===== src/sv/sld_pkg.sv =====
`timescale 1ns / 1ps
`default_nettype none
package sld_pkg;

   localparam int IQ_WIDTH_DEF  = 16;
   localparam int LLR_WIDTH_DEF = 16;
   localparam int NV_WIDTH      = 16;
   localparam int BPS_WIDTH     = 3;
   localparam int PT_WIDTH      = 14;
   localparam int NLANES        = 8;
   localparam int QDEPTH        = 2;
   localparam int DEN_WIDTH     = NV_WIDTH + 5;

   // constellation order codes of the mode register
   localparam logic [BPS_WIDTH-1:0] BPS_BPSK  = 3'd1;
   localparam logic [BPS_WIDTH-1:0] BPS_QPSK  = 3'd2;
   localparam logic [BPS_WIDTH-1:0] BPS_PSK8  = 3'd3;
   localparam logic [BPS_WIDTH-1:0] BPS_QAM16 = 3'd4;
   localparam logic [BPS_WIDTH-1:0] BPS_RESET = BPS_QPSK;

   // per-item control carried with the lane data through the queue
   typedef struct packed {
      logic [BPS_WIDTH-1:0] bps;
      logic [NV_WIDTH-1:0]  nv;
      logic                 sgn_i;
      logic                 sgn_q;
   } sld_ctrl_type;

   // 8-psk point of each gray label, in-phase
   function automatic logic signed [PT_WIDTH-1:0] psk_re(input logic [2:0] lane);
      logic signed [PT_WIDTH-1:0] r;
      case (lane)
         3'd0: r = 14'sd4096;
         3'd1: r = 14'sd2896;
         3'd2: r = -14'sd2896;
         3'd3: r = 14'sd0;
         3'd4: r = 14'sd2896;
         3'd5: r = 14'sd0;
         3'd6: r = -14'sd4096;
         default: r = -14'sd2896;
      endcase
      return r;
   endfunction

   // 8-psk point of each gray label, quadrature
   function automatic logic signed [PT_WIDTH-1:0] psk_im(input logic [2:0] lane);
      logic signed [PT_WIDTH-1:0] r;
      case (lane)
         3'd0: r = 14'sd0;
         3'd1: r = 14'sd2896;
         3'd2: r = 14'sd2896;
         3'd3: r = 14'sd4096;
         3'd4: r = -14'sd2896;
         3'd5: r = -14'sd4096;
         3'd6: r = 14'sd0;
         default: r = -14'sd2896;
      endcase
      return r;
   endfunction

   // 16-qam level of each gray half label
   function automatic logic signed [PT_WIDTH-1:0] qam_lvl(input logic [1:0] idx);
      logic signed [PT_WIDTH-1:0] r;
      case (idx)
         2'd0: r = -14'sd3886;
         2'd1: r = -14'sd1295;
         2'd2: r = 14'sd3886;
         default: r = 14'sd1295;
      endcase
      return r;
   endfunction

endpackage
`default_nettype wire


===== src/sv/sld_queue.sv =====
`timescale 1ns / 1ps
`default_nettype none
module sld_queue
   import sld_pkg::*;
#(
   parameter int DATA_W = 340
) (
   input  wire logic              clock,
   input  wire logic              reset,
   input  wire logic              push_v,
   input  sld_ctrl_type           push_ctrl,
   input  wire logic [DATA_W-1:0] push_data,
   output logic                   push_rdy,
   output logic                   pop_v,
   output sld_ctrl_type           pop_ctrl,
   output logic [DATA_W-1:0]      pop_data,
   input  wire logic              pop
);

   localparam int PTR_W = (QDEPTH > 1) ? $clog2(QDEPTH) : 1;
   localparam int CNT_W = $clog2(QDEPTH + 1);

   sld_ctrl_type      ctrl_ff [QDEPTH];
   logic [DATA_W-1:0] data_ff [QDEPTH];
   logic [PTR_W-1:0]  wr_ff, rd_ff;
   logic [CNT_W-1:0]  cnt_ff;
   logic              do_push, do_pop;

   assign push_rdy = (cnt_ff != CNT_W'(QDEPTH));
   assign pop_v    = (cnt_ff != '0);
   assign do_push  = push_v && push_rdy;
   assign do_pop   = pop && pop_v;
   assign pop_ctrl = ctrl_ff[rd_ff];
   assign pop_data = data_ff[rd_ff];

   // pointers and fill count
   always_ff @(posedge clock) begin
      if (reset) begin
         wr_ff  <= '0;
         rd_ff  <= '0;
         cnt_ff <= '0;
      end else begin
         if (do_push) begin
            wr_ff <= (wr_ff == PTR_W'(QDEPTH - 1)) ? '0 : wr_ff + 1'b1;
         end
         if (do_pop) begin
            rd_ff <= (rd_ff == PTR_W'(QDEPTH - 1)) ? '0 : rd_ff + 1'b1;
         end
         cnt_ff <= cnt_ff + CNT_W'(do_push) - CNT_W'(do_pop);
      end
   end

   // entry storage
   always_ff @(posedge clock) begin
      if (do_push) begin
         ctrl_ff[wr_ff] <= push_ctrl;
         data_ff[wr_ff] <= push_data;
      end
   end

endmodule
`default_nettype wire


===== config.mk =====
export PLATFORM = sky130hd
export DESIGN_NAME = sld_queue
export DESIGN_NICKNAME = d
export VERILOG_FILES = /design/src/sv/sld_pkg.sv /design/src/sv/sld_queue.sv
export SDC_FILE = /design/constraint.sdc
export NUM_CORES = 1
export LEC_CHECK = 0
export ABC_AREA = 1
export BUFFER_PORTS_ARGS = -buffer_cell sky130_fd_sc_hd__buf_2
export CAP_MARGIN = 10
export CORE_AREA = 5 5 277 279
export CTS_CLUSTER_DIAMETER = 200
export DETAILED_ROUTE_END_ITERATION = 10
export DIE_AREA = 0 0 282 284
export HOLD_SLACK_MARGIN = 0.08
export SYNTH_ARGS = -nofsm -noshare
export SYNTH_HDL_FRONTEND = slang
export SYNTH_SLANG_ARGS = --single-unit

===== constraint.sdc =====
create_clock -name clock -period 28 [get_ports clock]
set_input_delay 7 -clock clock [delete_from_list [all_inputs] [get_ports clock]]
set_output_delay 7 -clock clock [all_outputs]
set_load 0.005 [all_outputs]

==> impl_results.md <==
- Commonest cells in the synthesized netlist: sky130_fd_sc_hd__edfxtp_1, sky130_fd_sc_hd__mux2_4, sky130_fd_sc_hd__mux2_2
- Critical path start-end classification: reg2out
- Predominant post-synthesis flop cell: sky130_fd_sc_hd__edfxtp_1
- Count of buffer and inverter cells on the critical path: 4
- Register bit count reported by yosys: 727
- Share of power burned in the clock network: 30.4%
- Number of standard-cell rows in the floorplan: 100
- Post-synth cell types: 15
- # clock sinks: 727
- Storage element area: 21780 um^2
- Largest family of logic cells by synthesized area: multiplexers
- Met2 routing resource usage after global routing: 27.41%
- Net count after synthesis: 1525
- Synth top area share: 78.79%
- Vertical extent of the die: 284 um
- Leak Pwr: roughly 13 nW
- RSZ-0062 raised after global routing: false
- DIE WIDTH: 282 um
- Worst-path cell with the longest stage delay: sky130_fd_sc_hd__dfxtp_4
- Sequential group share of total power: 46.4%
- Total area of multi-input combinational cells: roughly 5300 um^2
- Drt total wl: 64210 um
- Ports placed on the boundary: 728
- Internal cell power: between 2 and 2.5 mW
- Number of cells on the worst reg-to-reg path: 7
- Cell types occupying the most area after synthesis: sky130_fd_sc_hd__edfxtp_1, sky130_fd_sc_hd__mux2_4, sky130_fd_sc_hd__mux2_2
- Portion of netlist area occupied by mux cells: 18.73%
- Hold Path Depth: 2
- Total count of hold-check failures in the final report: 0
- Design Area, Final: 34480 um^2
- Hold Path End: rd_ff
- Wire length of the first global-routing pass: 92400 um
- Final standard cell utilization of the core: between 40% and 50%
- Switching Power: 0.7939 mW
- Total via count in the routed design: 13.67k
- Worst Tran Pin Value: 1.120 ns
- Avg WL per Cell: 21.47 um
- Remaining antenna violation count after routing: 0
- Count of yosys warnings during synthesis: 0
- CP Launch Type: flip-flop
- Antenna violations before repair: 34
- Count of buffers inserted at the top-level ports: 727
- Power density over the cells: 89.39 nW/um^2
- Clock Pin Slew Worst Setup and Hold Paths: 0.06 ns
- Count of cell instances traversed by the critical path: 5
- Pin count of the biggest net entering global routing: 154
- Leftover overflow at the end of global routing: 0
- Worst path max stage delay: 0.92 ns
- Fraction of final layout cells with drive strength greater than 1: 60.38%
- Fraction of synthesized cell area in xor and xnor cells: 0.03183%
- Cells traversed along the worst timing path: buf_4 > buf_4 > buf_4 > mux2_2 > buf_2
- GRT Total Usage: 15.35%
- Number of fill cells: 6297
- Fraction of the mapped netlist area in compound gates: 0.03638%
- Crit end category: output pin
- Synth async-reset ratio: 0%
- Worst flop-to-flop path endpoint: data_ff[1][189]
- Data required time of the critical path: 21.00 ns
- Setup Total Neg Slack: 0 ns
- Global Route met1 Usage: 16.09%
- Final HPWL DP: ~46000 um
- Final clock period utilization by the worst path: 42.10%
- Setup Skew: about 0.035 ns
- Post-synthesis average cell area: 23.74 um^2
- Final worst path period need: 11.79 ns
- Met3 usage: 6.072%
- Outcome: finished clean
- Grt peak-use layer: met2
- Clock latency on the worst-skew pair: 0.62 ns
- Summed instance area of the synthesized netlist: 27520 um^2
- Clock tree from TritonCTS: yes
- Setup slack, reg-to-reg: 23.66 ns
- Post-cts resize count: 0
- Comb power frac: between 20% and 30%
- Via count normalized by instance count: between 4 and 5
- Critical path fanouts, max: 52
- Max Clk Rate: 84.84 MHz
- Cell area after placement: 32070 um^2
- Post-synthesis sequential area ratio: 79.15%
- Placer congestion estimate: 0.7828
- Highest ir drop seen on vdd: 0.00007317 V
- Post-synthesis simple-gate area fraction: 0.2683%
- Number of nets in the finished design: roughly 2.3k
- Gate count after technology mapping: 1159
- Synthesis-to-layout area growth: 25.30%
- Worst slew margin relative to its limit: 25.32%
- Drt drc: 0
- Number of setup buffers added after CTS: 0
- Startpoint of the tightest hold check path: rd_ff
- Max-slew violation count: 0
- Post-CTS Hold Fix Bufs: 0
- Class of the worst hold path: reg2reg
- Number of global-route vias before repair: 14.79k
- Post-synthesis share of cell area spent on full adders, half adders and majority gates: 0.04547%
- Final count of negative-setup-slack endpoints: 0
- Area of the placeable core: 73950 um^2
- Count of routing violations after the opening detailed-route iteration: between 600 and 700
- Library cell appearing most often on the critical path: sky130_fd_sc_hd__buf_4
- Cell type with the highest aggregate area in the netlist: sky130_fd_sc_hd__edfxtp_1
- Max cap viols: 0
- CTS root buf: sky130_fd_sc_hd__clkbuf_16
- Starting density of the core: 37.21%
- Kind of cell adding the most delay to the critical path: buffers and inverters
- Number of buffers added by the clock tree synthesis step: 78
- Post-synth EDFFs: between 700 and 800
- Count leader, synth: sky130_fd_sc_hd__edfxtp_1
- CTS H-tree lvls: 3
- Launch instance of the worst register-to-register path: cnt_ff[0]
- Net switching share of the total power: 25.76%
- First-pass iteration count of the detailed router: 5
- Number of buffers on the longest clock path: 3
- Endpoint arrival time on the critical path: 4.79 ns
- Die area: approximately 80000 um^2
-- stage by stage --
step           setup WS, ns  instances  total power [mW]  hold slack [ns]
6_report              16.21       2991             3.082           0.5048
5_1_grt               15.92       2984             3.230           0.5478
4_1_cts               16.09       2968             3.136           0.5133
3_5_place_dp          16.76       2829             2.185           0.4972
3_3_place_gp          16.87       2829             2.172           0.4788
2_1_floorplan         4.812       1159             1.994           0.4669
-- sequential cells by signal, indices dropped and copies added (netlist names), named ones only --
| name | flops |
|---|---|
| data_ff | 680 |
| wr_ff | 1 |
| rd_ff | 1 |
| ctrl_ff | 42 |
| cnt_ff | 2 |
-- cell families (layout without fill, tap and decap cells) --
| logic type | count (synthesis) | count (layout) |
|---|---|---|
| and+or+nand+nor | 19 | 19 |
| DFF | 727 | 727 |
| buffers and inverters | 48 | 888 |
| xor gates and xnor gates | 1 | 1 |
| muxes | 361 | 361 |
| AOI/OAI and AO/OA | 2 | 2 |
| adders and majority gates | 1 | 1 |
| other | 0 | 23 |
-- per-layer routing --
layer,wire length [um],part of all wire (%)
met1,21940,34
met2,33930,53
met3,6245,9.7
met4,1968,3.1
met5,122,0.19
-- area by class of cell --
cell class	instances	share of cell area (%)
sequential	727	63.18
multi-input combinational	384	15.30
timing repair buffer	741	10.93
clock buffer	94	5.835
tap	969	3.516
clock inverter	45	0.9870
antenna	23	0.1669
inverter	8	0.08709
-- worst max path at each step --
| stage | from | end |
|---|---|---|
| global route | flip-flop | pop_data[328] |
| global placement | flip-flop | pop_data[328] |
| detailed placement | flip-flop | pop_data[328] |
| finish | flip-flop | pop_data[328] |
| floorplan | push_v | ctrl_ff[1][0] |
| CTS | flip-flop | pop_data[328] |
-- tightest hold or removal path, cell delays in order (launching register included) --
cell,delay (ns)
sky130_fd_sc_hd__dfxtp_1,0.33
sky130_fd_sc_hd__nor2_1,0.06
sky130_fd_sc_hd__nor2_1,0.08
-- power by group through the flow --
stage,Clock (mW),Combinational [mW],Sequential [mW]
finish,0.938,0.712,1.43
global placement,0,0.722,1.45
CTS,0.970,0.732,1.43
detailed placement,0,0.729,1.46
floorplan,0,0.463,1.53
global route,1.02,0.764,1.44
-- cell usage in the layout, fill, tap and decap left out, drive strengths merged --
| cell type | n |
|---|---|
| nand2 | 8 |
| a21oi | 2 |
| nand3 | 1 |
| nor3 | 1 |
| edfxtp | 722 |
| diode | 23 |
| mux2 | 361 |
| xnor2 | 1 |
| inv | 10 |
| clkbuf | 94 |
| buf | 741 |
| nor2 | 9 |
| clkinv | 41 |
| dfxtp | 5 |
| bufinv | 2 |
| ha | 1 |
No activity file was read; power rests on OpenSTA's default activity.
