==> src/sv/sld_pkg.sv <==
`timescale 1ns / 1ps
`default_nettype none
package sld_pkg;

   localparam int IQ_WIDTH_DEF  = 16;
   localparam int LLR_WIDTH_DEF = 16;
   localparam int NV_WIDTH      = 16;
   localparam int BPS_WIDTH     = 3;
   localparam int PT_WIDTH      = 14;
   localparam int NLANES        = 8;
   localparam int QDEPTH        = 2;
   localparam int DEN_WIDTH     = NV_WIDTH + 5;

   // constellation order codes of the mode register
   localparam logic [BPS_WIDTH-1:0] BPS_BPSK  = 3'd1;
   localparam logic [BPS_WIDTH-1:0] BPS_QPSK  = 3'd2;
   localparam logic [BPS_WIDTH-1:0] BPS_PSK8  = 3'd3;
   localparam logic [BPS_WIDTH-1:0] BPS_QAM16 = 3'd4;
   localparam logic [BPS_WIDTH-1:0] BPS_RESET = BPS_QPSK;

   // per-item control carried with the lane data through the queue
   typedef struct packed {
      logic [BPS_WIDTH-1:0] bps;
      logic [NV_WIDTH-1:0]  nv;
      logic                 sgn_i;
      logic                 sgn_q;
   } sld_ctrl_type;

   // 8-psk point of each gray label, in-phase
   function automatic logic signed [PT_WIDTH-1:0] psk_re(input logic [2:0] lane);
      logic signed [PT_WIDTH-1:0] r;
      case (lane)
         3'd0: r = 14'sd4096;
         3'd1: r = 14'sd2896;
         3'd2: r = -14'sd2896;
         3'd3: r = 14'sd0;
         3'd4: r = 14'sd2896;
         3'd5: r = 14'sd0;
         3'd6: r = -14'sd4096;
         default: r = -14'sd2896;
      endcase
      return r;
   endfunction

   // 8-psk point of each gray label, quadrature
   function automatic logic signed [PT_WIDTH-1:0] psk_im(input logic [2:0] lane);
      logic signed [PT_WIDTH-1:0] r;
      case (lane)
         3'd0: r = 14'sd0;
         3'd1: r = 14'sd2896;
         3'd2: r = 14'sd2896;
         3'd3: r = 14'sd4096;
         3'd4: r = -14'sd2896;
         3'd5: r = -14'sd4096;
         3'd6: r = 14'sd0;
         default: r = -14'sd2896;
      endcase
      return r;
   endfunction

   // 16-qam level of each gray half label
   function automatic logic signed [PT_WIDTH-1:0] qam_lvl(input logic [1:0] idx);
      logic signed [PT_WIDTH-1:0] r;
      case (idx)
         2'd0: r = -14'sd3886;
         2'd1: r = -14'sd1295;
         2'd2: r = 14'sd3886;
         default: r = 14'sd1295;
      endcase
      return r;
   endfunction

endpackage
`default_nettype wire

==> src/sv/sld_ifs.sv <==
`timescale 1ns / 1ps
`default_nettype none


interface sld_rsp_if #(parameter int LLR_WIDTH = 16);
   logic                        valid;
   logic                        ready;
   logic signed [LLR_WIDTH-1:0] llr;
   logic [1:0]                  bit_position;
   logic                        last;
   modport source (output valid, llr, bit_position, last, input ready);
   modport sink (input valid, llr, bit_position, last, output ready);
endinterface
`default_nettype wire

==> src/sv/sld_back.sv <==
`timescale 1ns / 1ps
`default_nettype none
module sld_back
   import sld_pkg::*;
#(
   parameter int IQ_WIDTH = IQ_WIDTH_DEF,
   parameter int LLR_WIDTH = LLR_WIDTH_DEF,
   localparam int DI_W = ((IQ_WIDTH > 13) ? IQ_WIDTH : 13) + 1,
   localparam int NUM_W = 2 * DI_W + 1,
   localparam int DATA_W = (NLANES + 2) * NUM_W
) (
   input  wire logic              clock,
   input  wire logic              reset,
   input  wire logic              pop_v,
   input  sld_ctrl_type           pop_ctrl,
   input  wire logic [DATA_W-1:0] pop_data,
   output logic                   pop,
   sld_rsp_if.source              rsp_ch
);

   localparam int QB = LLR_WIDTH;
   localparam int NW = NUM_W + 1;
   localparam int CW = ((NW > DEN_WIDTH + QB) ? NW : DEN_WIDTH + QB) + 1;

   logic adv;

   // sequencer over the bits of the head item
   logic [1:0]       bidx_ff;
   logic             last_now;
   logic             is_lin;
   logic [1:0]       pos_now;
   logic [NUM_W-1:0] e [NLANES];
   logic [NLANES-1:0] inc, cls;

   // search and setup stages
   logic             b1_v_ff, b2_v_ff, b3_v_ff;
   logic             b1_lin_ff, b2_lin_ff;
   logic [1:0]       b1_pos_ff, b2_pos_ff, b3_pos_ff;
   logic             b1_last_ff, b2_last_ff, b3_last_ff;
   logic             b1_neg_ff, b2_neg_ff, b3_neg_ff;
   logic [NUM_W-1:0] b1_ln_ff, b2_ln_ff, b3_num_ff;
   logic [DEN_WIDTH-1:0] b1_den_ff, b2_den_ff, b3_den_ff;
   logic [NUM_W-1:0] b1_m0lo_ff, b1_m1lo_ff, b1_m0hi_ff, b1_m1hi_ff;
   logic [NUM_W-1:0] m0lo_in, m1lo_in, m0hi_in, m1hi_in;
   logic [NUM_W-1:0] b2_m0_ff, b2_m1_ff;
   logic [NUM_W-1:0] b1_ln_in;
   logic             b1_neg_in;
   logic [DEN_WIDTH-1:0] b1_den_in;

   // divider stages
   logic             dv_v_ff    [QB+1];
   logic [CW-1:0]    dv_r_ff    [QB+1];
   logic [QB-1:0]    dv_q_ff    [QB+1];
   logic [DEN_WIDTH-1:0] dv_den_ff [QB+1];
   logic             dv_neg_ff  [QB+1];
   logic [1:0]       dv_pos_ff  [QB+1];
   logic             dv_last_ff [QB+1];
   logic             dv_sat_ff  [QB+1];
   logic [CW-1:0]    dv_r_in    [QB];
   logic [QB-1:0]    dv_q_in    [QB];
   logic             dv_sat_in  [QB];

   // output register
   logic                 out_v_ff;
   logic [LLR_WIDTH-1:0] out_llr_ff, out_llr_in;
   logic [1:0]           out_pos_ff;
   logic                 out_last_ff;

   assign adv = !out_v_ff || rsp_ch.ready;

   // head item decode
   always_comb begin
      for (int l = 0; l < NLANES; l++) begin
         e[l] = pop_data[l*NUM_W +: NUM_W];
      end
      is_lin   = (pop_ctrl.bps == BPS_BPSK) || (pop_ctrl.bps == BPS_QPSK);
      last_now = ({1'b0, bidx_ff} == (pop_ctrl.bps - 3'd1));
      pos_now  = is_lin ? bidx_ff : 2'(pop_ctrl.bps - 3'd1 - {1'b0, bidx_ff});
      pop      = pop_v && adv && last_now;
   end

   // lane classes for the current bit
   always_comb begin
      logic [2:0] lane;
      for (int l = 0; l < NLANES; l++) begin
         lane = 3'(l);
         if (pop_ctrl.bps == BPS_QAM16) begin
            inc[l] = (lane[2] != pos_now[1]);
            cls[l] = lane[pos_now[0]];
         end else begin
            inc[l] = 1'b1;
            cls[l] = lane[pos_now];
         end
      end
   end

   // half minima over lanes 0-3 and 4-7
   always_comb begin
      m0lo_in = '1;
      m1lo_in = '1;
      m0hi_in = '1;
      m1hi_in = '1;
      for (int l = 0; l < NLANES / 2; l++) begin
         if (inc[l]) begin
            if (cls[l]) begin
               m1lo_in = (e[l] < m1lo_in) ? e[l] : m1lo_in;
            end else begin
               m0lo_in = (e[l] < m0lo_in) ? e[l] : m0lo_in;
            end
         end
         if (inc[l+NLANES/2]) begin
            if (cls[l+NLANES/2]) begin
               m1hi_in = (e[l+NLANES/2] < m1hi_in) ? e[l+NLANES/2] : m1hi_in;
            end else begin
               m0hi_in = (e[l+NLANES/2] < m0hi_in) ? e[l+NLANES/2] : m0hi_in;
            end
         end
      end
   end

   // linear rule operands and denominator
   always_comb begin
      b1_ln_in  = (bidx_ff == 2'd0) ? pop_data[NLANES*NUM_W +: NUM_W]
                                    : pop_data[(NLANES+1)*NUM_W +: NUM_W];
      b1_neg_in = (bidx_ff == 2'd0) ? pop_ctrl.sgn_i : pop_ctrl.sgn_q;
      b1_den_in = is_lin ? DEN_WIDTH'(pop_ctrl.nv) : {pop_ctrl.nv, 5'b0};
   end

   // bit counter
   always_ff @(posedge clock) begin
      if (reset) begin
         bidx_ff <= '0;
      end else if (pop_v && adv) begin
         bidx_ff <= last_now ? 2'd0 : bidx_ff + 2'd1;
      end
   end

   // divider steps, one quotient bit each
   always_comb begin
      logic [CW-1:0] dsh;
      logic [CW-1:0] dfull;
      for (int k = 0; k < QB; k++) begin
         dsh   = CW'(dv_den_ff[k]) << (QB - 1 - k);
         dv_q_in[k] = dv_q_ff[k];
         if (dv_r_ff[k] >= dsh) begin
            dv_r_in[k] = dv_r_ff[k] - dsh;
            dv_q_in[k][QB-1-k] = 1'b1;
         end else begin
            dv_r_in[k] = dv_r_ff[k];
         end
         dfull = CW'(dv_den_ff[k]) << QB;
         dv_sat_in[k] = (k == 0) ? (dv_r_ff[k] >= dfull) : dv_sat_ff[k];
      end
   end

   // rounding result saturated to the output width
   always_comb begin
      logic [QB-1:0] q;
      logic [QB-1:0] half;
      q    = dv_q_ff[QB];
      half = {1'b1, {(QB-1){1'b0}}};
      if (dv_neg_ff[QB]) begin
         out_llr_in = (dv_sat_ff[QB] || q > half) ? half : LLR_WIDTH'(~q + 1'b1);
      end else begin
         out_llr_in = (dv_sat_ff[QB] || q[QB-1]) ? ~half : q;
      end
   end

   // valids of the back pipeline
   always_ff @(posedge clock) begin
      if (reset) begin
         b1_v_ff  <= 1'b0;
         b2_v_ff  <= 1'b0;
         b3_v_ff  <= 1'b0;
         out_v_ff <= 1'b0;
         for (int k = 0; k <= QB; k++) begin
            dv_v_ff[k] <= 1'b0;
         end
      end else if (adv) begin
         b1_v_ff    <= pop_v;
         b2_v_ff    <= b1_v_ff;
         b3_v_ff    <= b2_v_ff;
         dv_v_ff[0] <= b3_v_ff;
         for (int k = 0; k < QB; k++) begin
            dv_v_ff[k+1] <= dv_v_ff[k];
         end
         out_v_ff <= dv_v_ff[QB];
      end
   end

   // back pipeline payload
   always_ff @(posedge clock) begin
      if (adv) begin
         b1_lin_ff  <= is_lin;
         b1_pos_ff  <= pos_now;
         b1_last_ff <= last_now;
         b1_neg_ff  <= b1_neg_in;
         b1_ln_ff   <= b1_ln_in;
         b1_den_ff  <= b1_den_in;
         b1_m0lo_ff <= m0lo_in;
         b1_m1lo_ff <= m1lo_in;
         b1_m0hi_ff <= m0hi_in;
         b1_m1hi_ff <= m1hi_in;

         b2_lin_ff  <= b1_lin_ff;
         b2_pos_ff  <= b1_pos_ff;
         b2_last_ff <= b1_last_ff;
         b2_neg_ff  <= b1_neg_ff;
         b2_ln_ff   <= b1_ln_ff;
         b2_den_ff  <= b1_den_ff;
         b2_m0_ff   <= (b1_m0lo_ff < b1_m0hi_ff) ? b1_m0lo_ff : b1_m0hi_ff;
         b2_m1_ff   <= (b1_m1lo_ff < b1_m1hi_ff) ? b1_m1lo_ff : b1_m1hi_ff;

         b3_pos_ff  <= b2_pos_ff;
         b3_last_ff <= b2_last_ff;
         b3_den_ff  <= b2_den_ff;
         if (b2_lin_ff) begin
            b3_num_ff <= b2_ln_ff;
            b3_neg_ff <= b2_neg_ff;
         end else begin
            b3_num_ff <= (b2_m1_ff < b2_m0_ff) ? b2_m0_ff - b2_m1_ff : b2_m1_ff - b2_m0_ff;
            b3_neg_ff <= (b2_m1_ff < b2_m0_ff);
         end

         dv_r_ff[0]    <= CW'(b3_num_ff) + CW'(b3_den_ff >> 1);
         dv_q_ff[0]    <= '0;
         dv_sat_ff[0]  <= 1'b0;
         dv_den_ff[0]  <= b3_den_ff;
         dv_neg_ff[0]  <= b3_neg_ff;
         dv_pos_ff[0]  <= b3_pos_ff;
         dv_last_ff[0] <= b3_last_ff;
         for (int k = 0; k < QB; k++) begin
            dv_r_ff[k+1]    <= dv_r_in[k];
            dv_q_ff[k+1]    <= dv_q_in[k];
            dv_sat_ff[k+1]  <= dv_sat_in[k];
            dv_den_ff[k+1]  <= dv_den_ff[k];
            dv_neg_ff[k+1]  <= dv_neg_ff[k];
            dv_pos_ff[k+1]  <= dv_pos_ff[k];
            dv_last_ff[k+1] <= dv_last_ff[k];
         end

         out_llr_ff  <= out_llr_in;
         out_pos_ff  <= dv_pos_ff[QB];
         out_last_ff <= dv_last_ff[QB];
      end
   end

   assign rsp_ch.valid        = out_v_ff;
   assign rsp_ch.llr          = out_llr_ff;
   assign rsp_ch.bit_position = out_pos_ff;
   assign rsp_ch.last         = out_last_ff;

endmodule
`default_nettype wire

==> src/flat_wrapper.sv <==
// flat-port wrapper written by rule: the top's interface ports become plain ports
module sld_back_flat import sld_pkg::*;
#(
   parameter int IQ_WIDTH = IQ_WIDTH_DEF,
   parameter int LLR_WIDTH = LLR_WIDTH_DEF,
   localparam int DI_W = ((IQ_WIDTH > 13) ? IQ_WIDTH : 13) + 1,
   localparam int NUM_W = 2 * DI_W + 1,
   localparam int DATA_W = (NLANES + 2) * NUM_W
)
  (clock, reset, pop_v, pop_ctrl, pop_data, pop, rsp_ch_valid, rsp_ch_llr, rsp_ch_bit_position, rsp_ch_last, rsp_ch_ready);
  sld_rsp_if #(.LLR_WIDTH(LLR_WIDTH)) rsp_ch_i ();
  input  wire logic clock;
  input  wire logic reset;
  input  wire logic pop_v;
  input  sld_ctrl_type pop_ctrl;
  input  wire logic [DATA_W-1:0] pop_data;
  output logic pop;
  output wire logic [$bits(rsp_ch_i.valid)-1:0] rsp_ch_valid;
  output wire logic [$bits(rsp_ch_i.llr)-1:0] rsp_ch_llr;
  output wire logic [$bits(rsp_ch_i.bit_position)-1:0] rsp_ch_bit_position;
  output wire logic [$bits(rsp_ch_i.last)-1:0] rsp_ch_last;
  input wire logic [$bits(rsp_ch_i.ready)-1:0] rsp_ch_ready;
  assign rsp_ch_valid = rsp_ch_i.valid;
  assign rsp_ch_llr = rsp_ch_i.llr;
  assign rsp_ch_bit_position = rsp_ch_i.bit_position;
  assign rsp_ch_last = rsp_ch_i.last;
  assign rsp_ch_i.ready = rsp_ch_ready;
  sld_back #(.IQ_WIDTH(IQ_WIDTH), .LLR_WIDTH(LLR_WIDTH)) u_core (.clock(clock), .reset(reset), .pop_v(pop_v), .pop_ctrl(pop_ctrl), .pop_data(pop_data), .pop(pop), .rsp_ch(rsp_ch_i));
endmodule
==> config.mk <==
export PLATFORM = sky130hd
export DESIGN_NAME = sld_back_flat
export DESIGN_NICKNAME = d
export VERILOG_FILES = /design/src/sv/sld_pkg.sv /design/src/sv/sld_ifs.sv /design/src/sv/sld_back.sv /design/src/flat_wrapper.sv
export SDC_FILE = /design/constraint.sdc
export NUM_CORES = 2
export LEC_CHECK = 0
export ABC_AREA = 0
export BUFFER_PORTS_ARGS = -buffer_cell sky130_fd_sc_hd__buf_2
export CAP_MARGIN = 0
export CORE_MARGIN = 10
export CORE_UTILIZATION = 40
export CTS_CLUSTER_SIZE = 8
export DETAILED_ROUTE_END_ITERATION = 8
export SYNTH_ARGS = -nofsm -noshare
export SYNTH_HDL_FRONTEND = slang
export SYNTH_SLANG_ARGS = --single-unit
==> constraint.sdc <==
create_clock -name clock -period 55.2 [get_ports clock]
set_input_delay 5.52 -clock clock [delete_from_list [all_inputs] [get_ports clock]]
set_output_delay 5.52 -clock clock [all_outputs]
set_load 0.005 [all_outputs]
==> results.md <==
- Detailed routing inserted a total of 67100 vias.
- Hold repair after CTS inserted 0 buffers.
- The largest individual stage delay along the critical path comes from the cell sky130_fd_sc_hd__o21a_2.
- In the final layout, the share of cells above drive strength 1 is 10.9%.
- At the worst endpoint, the arrival time is 17.65 ns.
- The sequential cell area is 47900 µm².
- The synthesized netlist devotes 13.1% of its cell area to compound gates.
- Measured along the x axis, the die boundary spans 506 µm.
- The final core utilization is 45.2%.
- The number of DRC markers after the initial detailed-route iteration is 4657.
- The routed wire length on met3 is 14800 µm.
- The number of cells produced by synthesis is 8623.
- In this design, the critical path's most frequently occurring cell is sky130_fd_sc_hd__a21o_1.
- The final critical path takes up 31.0% of the cycle.
- After Yosys synthesis, full adders, half adders and majority gates account for 12.2% of the synthesized area.
- The number of synthesized register bits is 1596.
- For this run, the leading register cell type out of synthesis is sky130_fd_sc_hd__edfxtp_1.
- Once the floorplan was initialized, standard cells occupied 40.2% of the core.
- For the final database, setup skew stands at 0.0707 ns.
- The total length of routed met2 wires is 130000 µm.
- The hold-critical path endpoint is u_core.b3_pos_ff[0].
- The startpoint of the lowest-slack hold path is u_core.b2_pos_ff[0].
- Max-cap violations in this run came to 0.
- The total of warnings raised by yosys is 0.
- Summing the sequential cell areas from Yosys gives 50.6% of the chip area.
- The residual DRC count is 0.
- The CTS clock-pin slew for the worst setup and hold paths is 0.05 ns.
- After floorplanning, the core was divided into 178 placement rows.
- The final-layout fill cell count is 21500.
- The standby leakage power is 0.0448 µW.
- The I/O pin count is 396.
- The number of gates resized after cts is 0.
- Summed over all failing endpoints, the final setup total negative slack is 0 ns.
- For this block, wires on met1 add up to 113000 µm.
- The final number of hold-violating endpoints is 0.
- The flow ran to the end, and the final reports show no timing, DRC or antenna violations.
- The worst path in the final design needs a cycle of 17.12 ns, including I/O delays and setup.
- The synthesized-area fraction occupied by and/or/nand/nor cells is 11.8%.
- The first global-routing pass estimated 404000 µm of wire.
- For this run the aggregate overflow at the end of global routing stands at 0.
- The clock net sink count is 1596.
- The overall global routing resource usage is 20.2%.
- The final-report max-slew violation count was 0.
- Of the post-synthesis cell area, the part taken by muxes is 4.27%.
- The multi-input combinational cells in the finished layout cover a total of 43200 µm².
- No sink is reached through more buffers than the 3 on the longest clock path.
- After synthesis, the share of flip-flops with an asynchronous set or reset is 0%.
- CTS built an H-tree with a depth of 4.
- The number of CTS-inserted buffers is 221.
- At the end of routability-driven placement, the weighted congestion stood at 0.995.
- Entering global routing, the biggest net connects 176 pins.
- Power spread over the standard cell area amounts to 59.4 nW/µm².
- The register-to-register setup slack is 42.85 ns.
- The die area is 257000 µm².
- The die is 506 µm tall.
- The number of global-route vias before repair is 67800.
- The total wirelength of the detailed-routed design is 268000 µm.
- The terminus of the critical flop-to-flop path is u_core.b1_m0hi_ff[4].
- The initial antenna violation count was 56.
- The transition time at the pin with the least slew margin is 1.30 ns.
- The wire-length estimate of the detail-placed layout is 211000 µm.
- The number of detailed-route iterations in the first pass is 6.
- TritonCTS built the clock tree.
- The net count after synthesis is 9912.
- The family of cells with the greatest summed delay on the critical path is compound AO/OA/AOI/OAI gates.
- From synthesis to final layout, the design area changed by 12.4%.
- Once the clock tree was built, the setup fixing pass inserted 0 buffers.
- After Yosys synthesis, XOR and XNOR cells account for 4.09% of the synthesized area.
- The combinational family with the most area after synthesis is compound AO/OA/AOI/OAI gates.
- Clock latency on the worst-skew pair, taken at its later pin, is 0.86 ns.
- The library cells used most frequently in the layout, excluding fill and tap cells, are sky130_fd_sc_hd__edfxtp_1 (1590), sky130_fd_sc_hd__ha_1 (895), sky130_fd_sc_hd__inv_1 (745).
- The critical-path maximum fanout is 69.
- The root buffer cell is sky130_fd_sc_hd__clkbuf_16.
- In this run the critical register-to-register path is launched from u_core.bidx_ff[0].
- STA puts the critical path data required time at 55.73 ns.
- Setup repair after global routing left no endpoint under its margin.
- Derived from the worst setup path, the maximum achievable clock frequency is 58.4 MHz.
- Headroom to the max-slew limit came out at 12.4%.
- The number of vias per cell is 5.47.
- The classification of the worst setup path is primary input to register.
- The library cell used most frequently in the layout, excluding fill and tap cells, is sky130_fd_sc_hd__edfxtp_1.
- In the final design database the tool counted 10400 nets.
- The number of nets still failing antenna checks after routing is 0.
- Counting cells, the worst reg-to-reg path comes to 40.
- The number of buffers added on ports is 395.
- The nature of the critical path startpoint is a primary input.
- The synthesized cell area is 94700 µm².
- The endpoint type of the worst setup path is a register.
- The biggest cell delay along the critical path is 1.06 ns.
- The post-detailed-route wirelength per cell is 21.9 µm.
- In this run the worst hold path is classified as register to register.
- The core region is 235000 µm².
- The critical path buffer and inverter count is 7.
- Across the VDD grid, the largest voltage drop is 0.0483 mV.
- In this run the top signal layer used is met5.
- The post-synthesis average cell area is 11.0 µm².
- The count of different cell masters after synthesis is 83.
- The total setup violations reported at the end of the flow is 0.
- Counting flops with a built-in enable in the synthesized netlist gives 1590.
- The cell count of the worst hold path is 0.
==> cell usage after synthesis (36+ instances only) <==
cell type                  count  area (µm²)
sky130_fd_sc_hd__o22ai_1      82         513
sky130_fd_sc_hd__or2_2        58         363
sky130_fd_sc_hd__clkbuf_1    209         785
sky130_fd_sc_hd__nand2b_1    100         626
sky130_fd_sc_hd__or3_1        53         332
sky130_fd_sc_hd__nand4_1     158         988
sky130_fd_sc_hd__nor4_1       76         475
sky130_fd_sc_hd__nor2_1      744        2790
sky130_fd_sc_hd__a31oi_1      45         282
sky130_fd_sc_hd__a211oi_1     83         623
sky130_fd_sc_hd__xor2_1      177        1550
sky130_fd_sc_hd__nor2b_1      99         619
sky130_fd_sc_hd__and3_1       36         225
sky130_fd_sc_hd__nand2_1     501        1880
sky130_fd_sc_hd__nor3_1      165         826
sky130_fd_sc_hd__o211ai_1     45         338
sky130_fd_sc_hd__nand3_1     153         766
sky130_fd_sc_hd__ha_1        896       11200
sky130_fd_sc_hd__mux2_2      189        2130
sky130_fd_sc_hd__mux2i_1     191        1910
sky130_fd_sc_hd__and2_1       82         513
sky130_fd_sc_hd__inv_1       746        2800
sky130_fd_sc_hd__o21ai_0     392        1960
sky130_fd_sc_hd__edfxtp_1   1590       47700
sky130_fd_sc_hd__o21bai_1     42         315
sky130_fd_sc_hd__o31ai_1      79         593
sky130_fd_sc_hd__o21a_1       74         556
sky130_fd_sc_hd__xnor2_1     262        2290
sky130_fd_sc_hd__a21o_1      280        2100
sky130_fd_sc_hd__a21oi_1     644        3220
==> metrics by stage <==
stage / worst slack, ns / hold WS (ns) / power (µW) / cells / area, µm²
after floorplan: 9.17 / 0.400 / 4160 / 8623 / 94700
after global placement: 37.77 / 0.400 / 5040 / 12000 / 100000
after detailed placement: 37.45 / 0.405 / 5100 / 12000 / 100000
after CTS: 38.37 / 0.406 / 6340 / 12200 / 106000
after global routing: 37.44 / 0.412 / 6750 / 12300 / 106000
final: 38.08 / 0.408 / 6320 / 12300 / 106000
==> sequential cells by signal (all words and copies together) (netlist names), 16 cells and up <==
name	count
u_core.b1_den_ff	21
u_core.b1_ln_ff	35
u_core.b1_m0hi_ff	35
u_core.b1_m0lo_ff	35
u_core.b1_m1hi_ff	35
u_core.b1_m1lo_ff	35
u_core.b2_den_ff	21
u_core.b2_ln_ff	35
u_core.b2_m0_ff	35
u_core.b2_m1_ff	35
u_core.b3_den_ff	21
u_core.b3_num_ff	35
u_core.dv_den_ff	336
u_core.dv_last_ff	17
u_core.dv_neg_ff	17
u_core.dv_pos_ff	34
u_core.dv_q_ff	136
u_core.dv_r_ff	606
u_core.dv_sat_ff	16
u_core.dv_v_ff	17
u_core.rsp_ch.llr	16
==> how the worst max path moves through the flow <==
stage,start,endpoint,cells past startpoint
floorplan,rsp_ch_ready,pop,4
global placement,pop_ctrl[18],u_core.b1_m0hi_ff[17],43
detailed placement,pop_ctrl[18],u_core.b1_m0hi_ff[34],43
CTS,pop_ctrl[18],u_core.b1_m0hi_ff[4],43
global route,pop_ctrl[18],u_core.b1_m0hi_ff[0],43
finish,pop_ctrl[18],u_core.b1_m0hi_ff[4],43
==> final cells by class <==
type,instances,area share [%]
antenna,32,0.0753
clock buffer,231,5.25
clock inverter,24,0.423
inverter,747,2.65
multi-input combinational,6037,40.6
sequential,1596,45.0
tap,3150,3.70
timing repair buffer,459,2.32
==> report_power, final <==
group | internal, µW | leakage [µW] | switching, µW
registers | 1940 | 0.0169 | 290
clock network | 714 | 0.00293 | 497
logic | 1180 | 0.0250 | 1700
==> routing by layer <==
metal	vias up	GRT usage (%)
li1	32600	-
met1	32200	25.0
met2	1813	34.7
met3	481	3.96
met4	34	7.78
met5	-	0
==> cell families (layout without fill, tap and decap cells) <==
family                   after synthesis  count (layout)
XOR/XNOR                             440             440
buffers and inverters                990            1461
flip-flops                          1596            1596
multiplexers                         380             380
other                                  0              32
adder cells (fa/ha/maj)              914             914
AND/OR/NAND/NOR                     2320            2320
AO/OA/AOI/OAI                       1983            1983
Power figures use the tool's default switching activity.
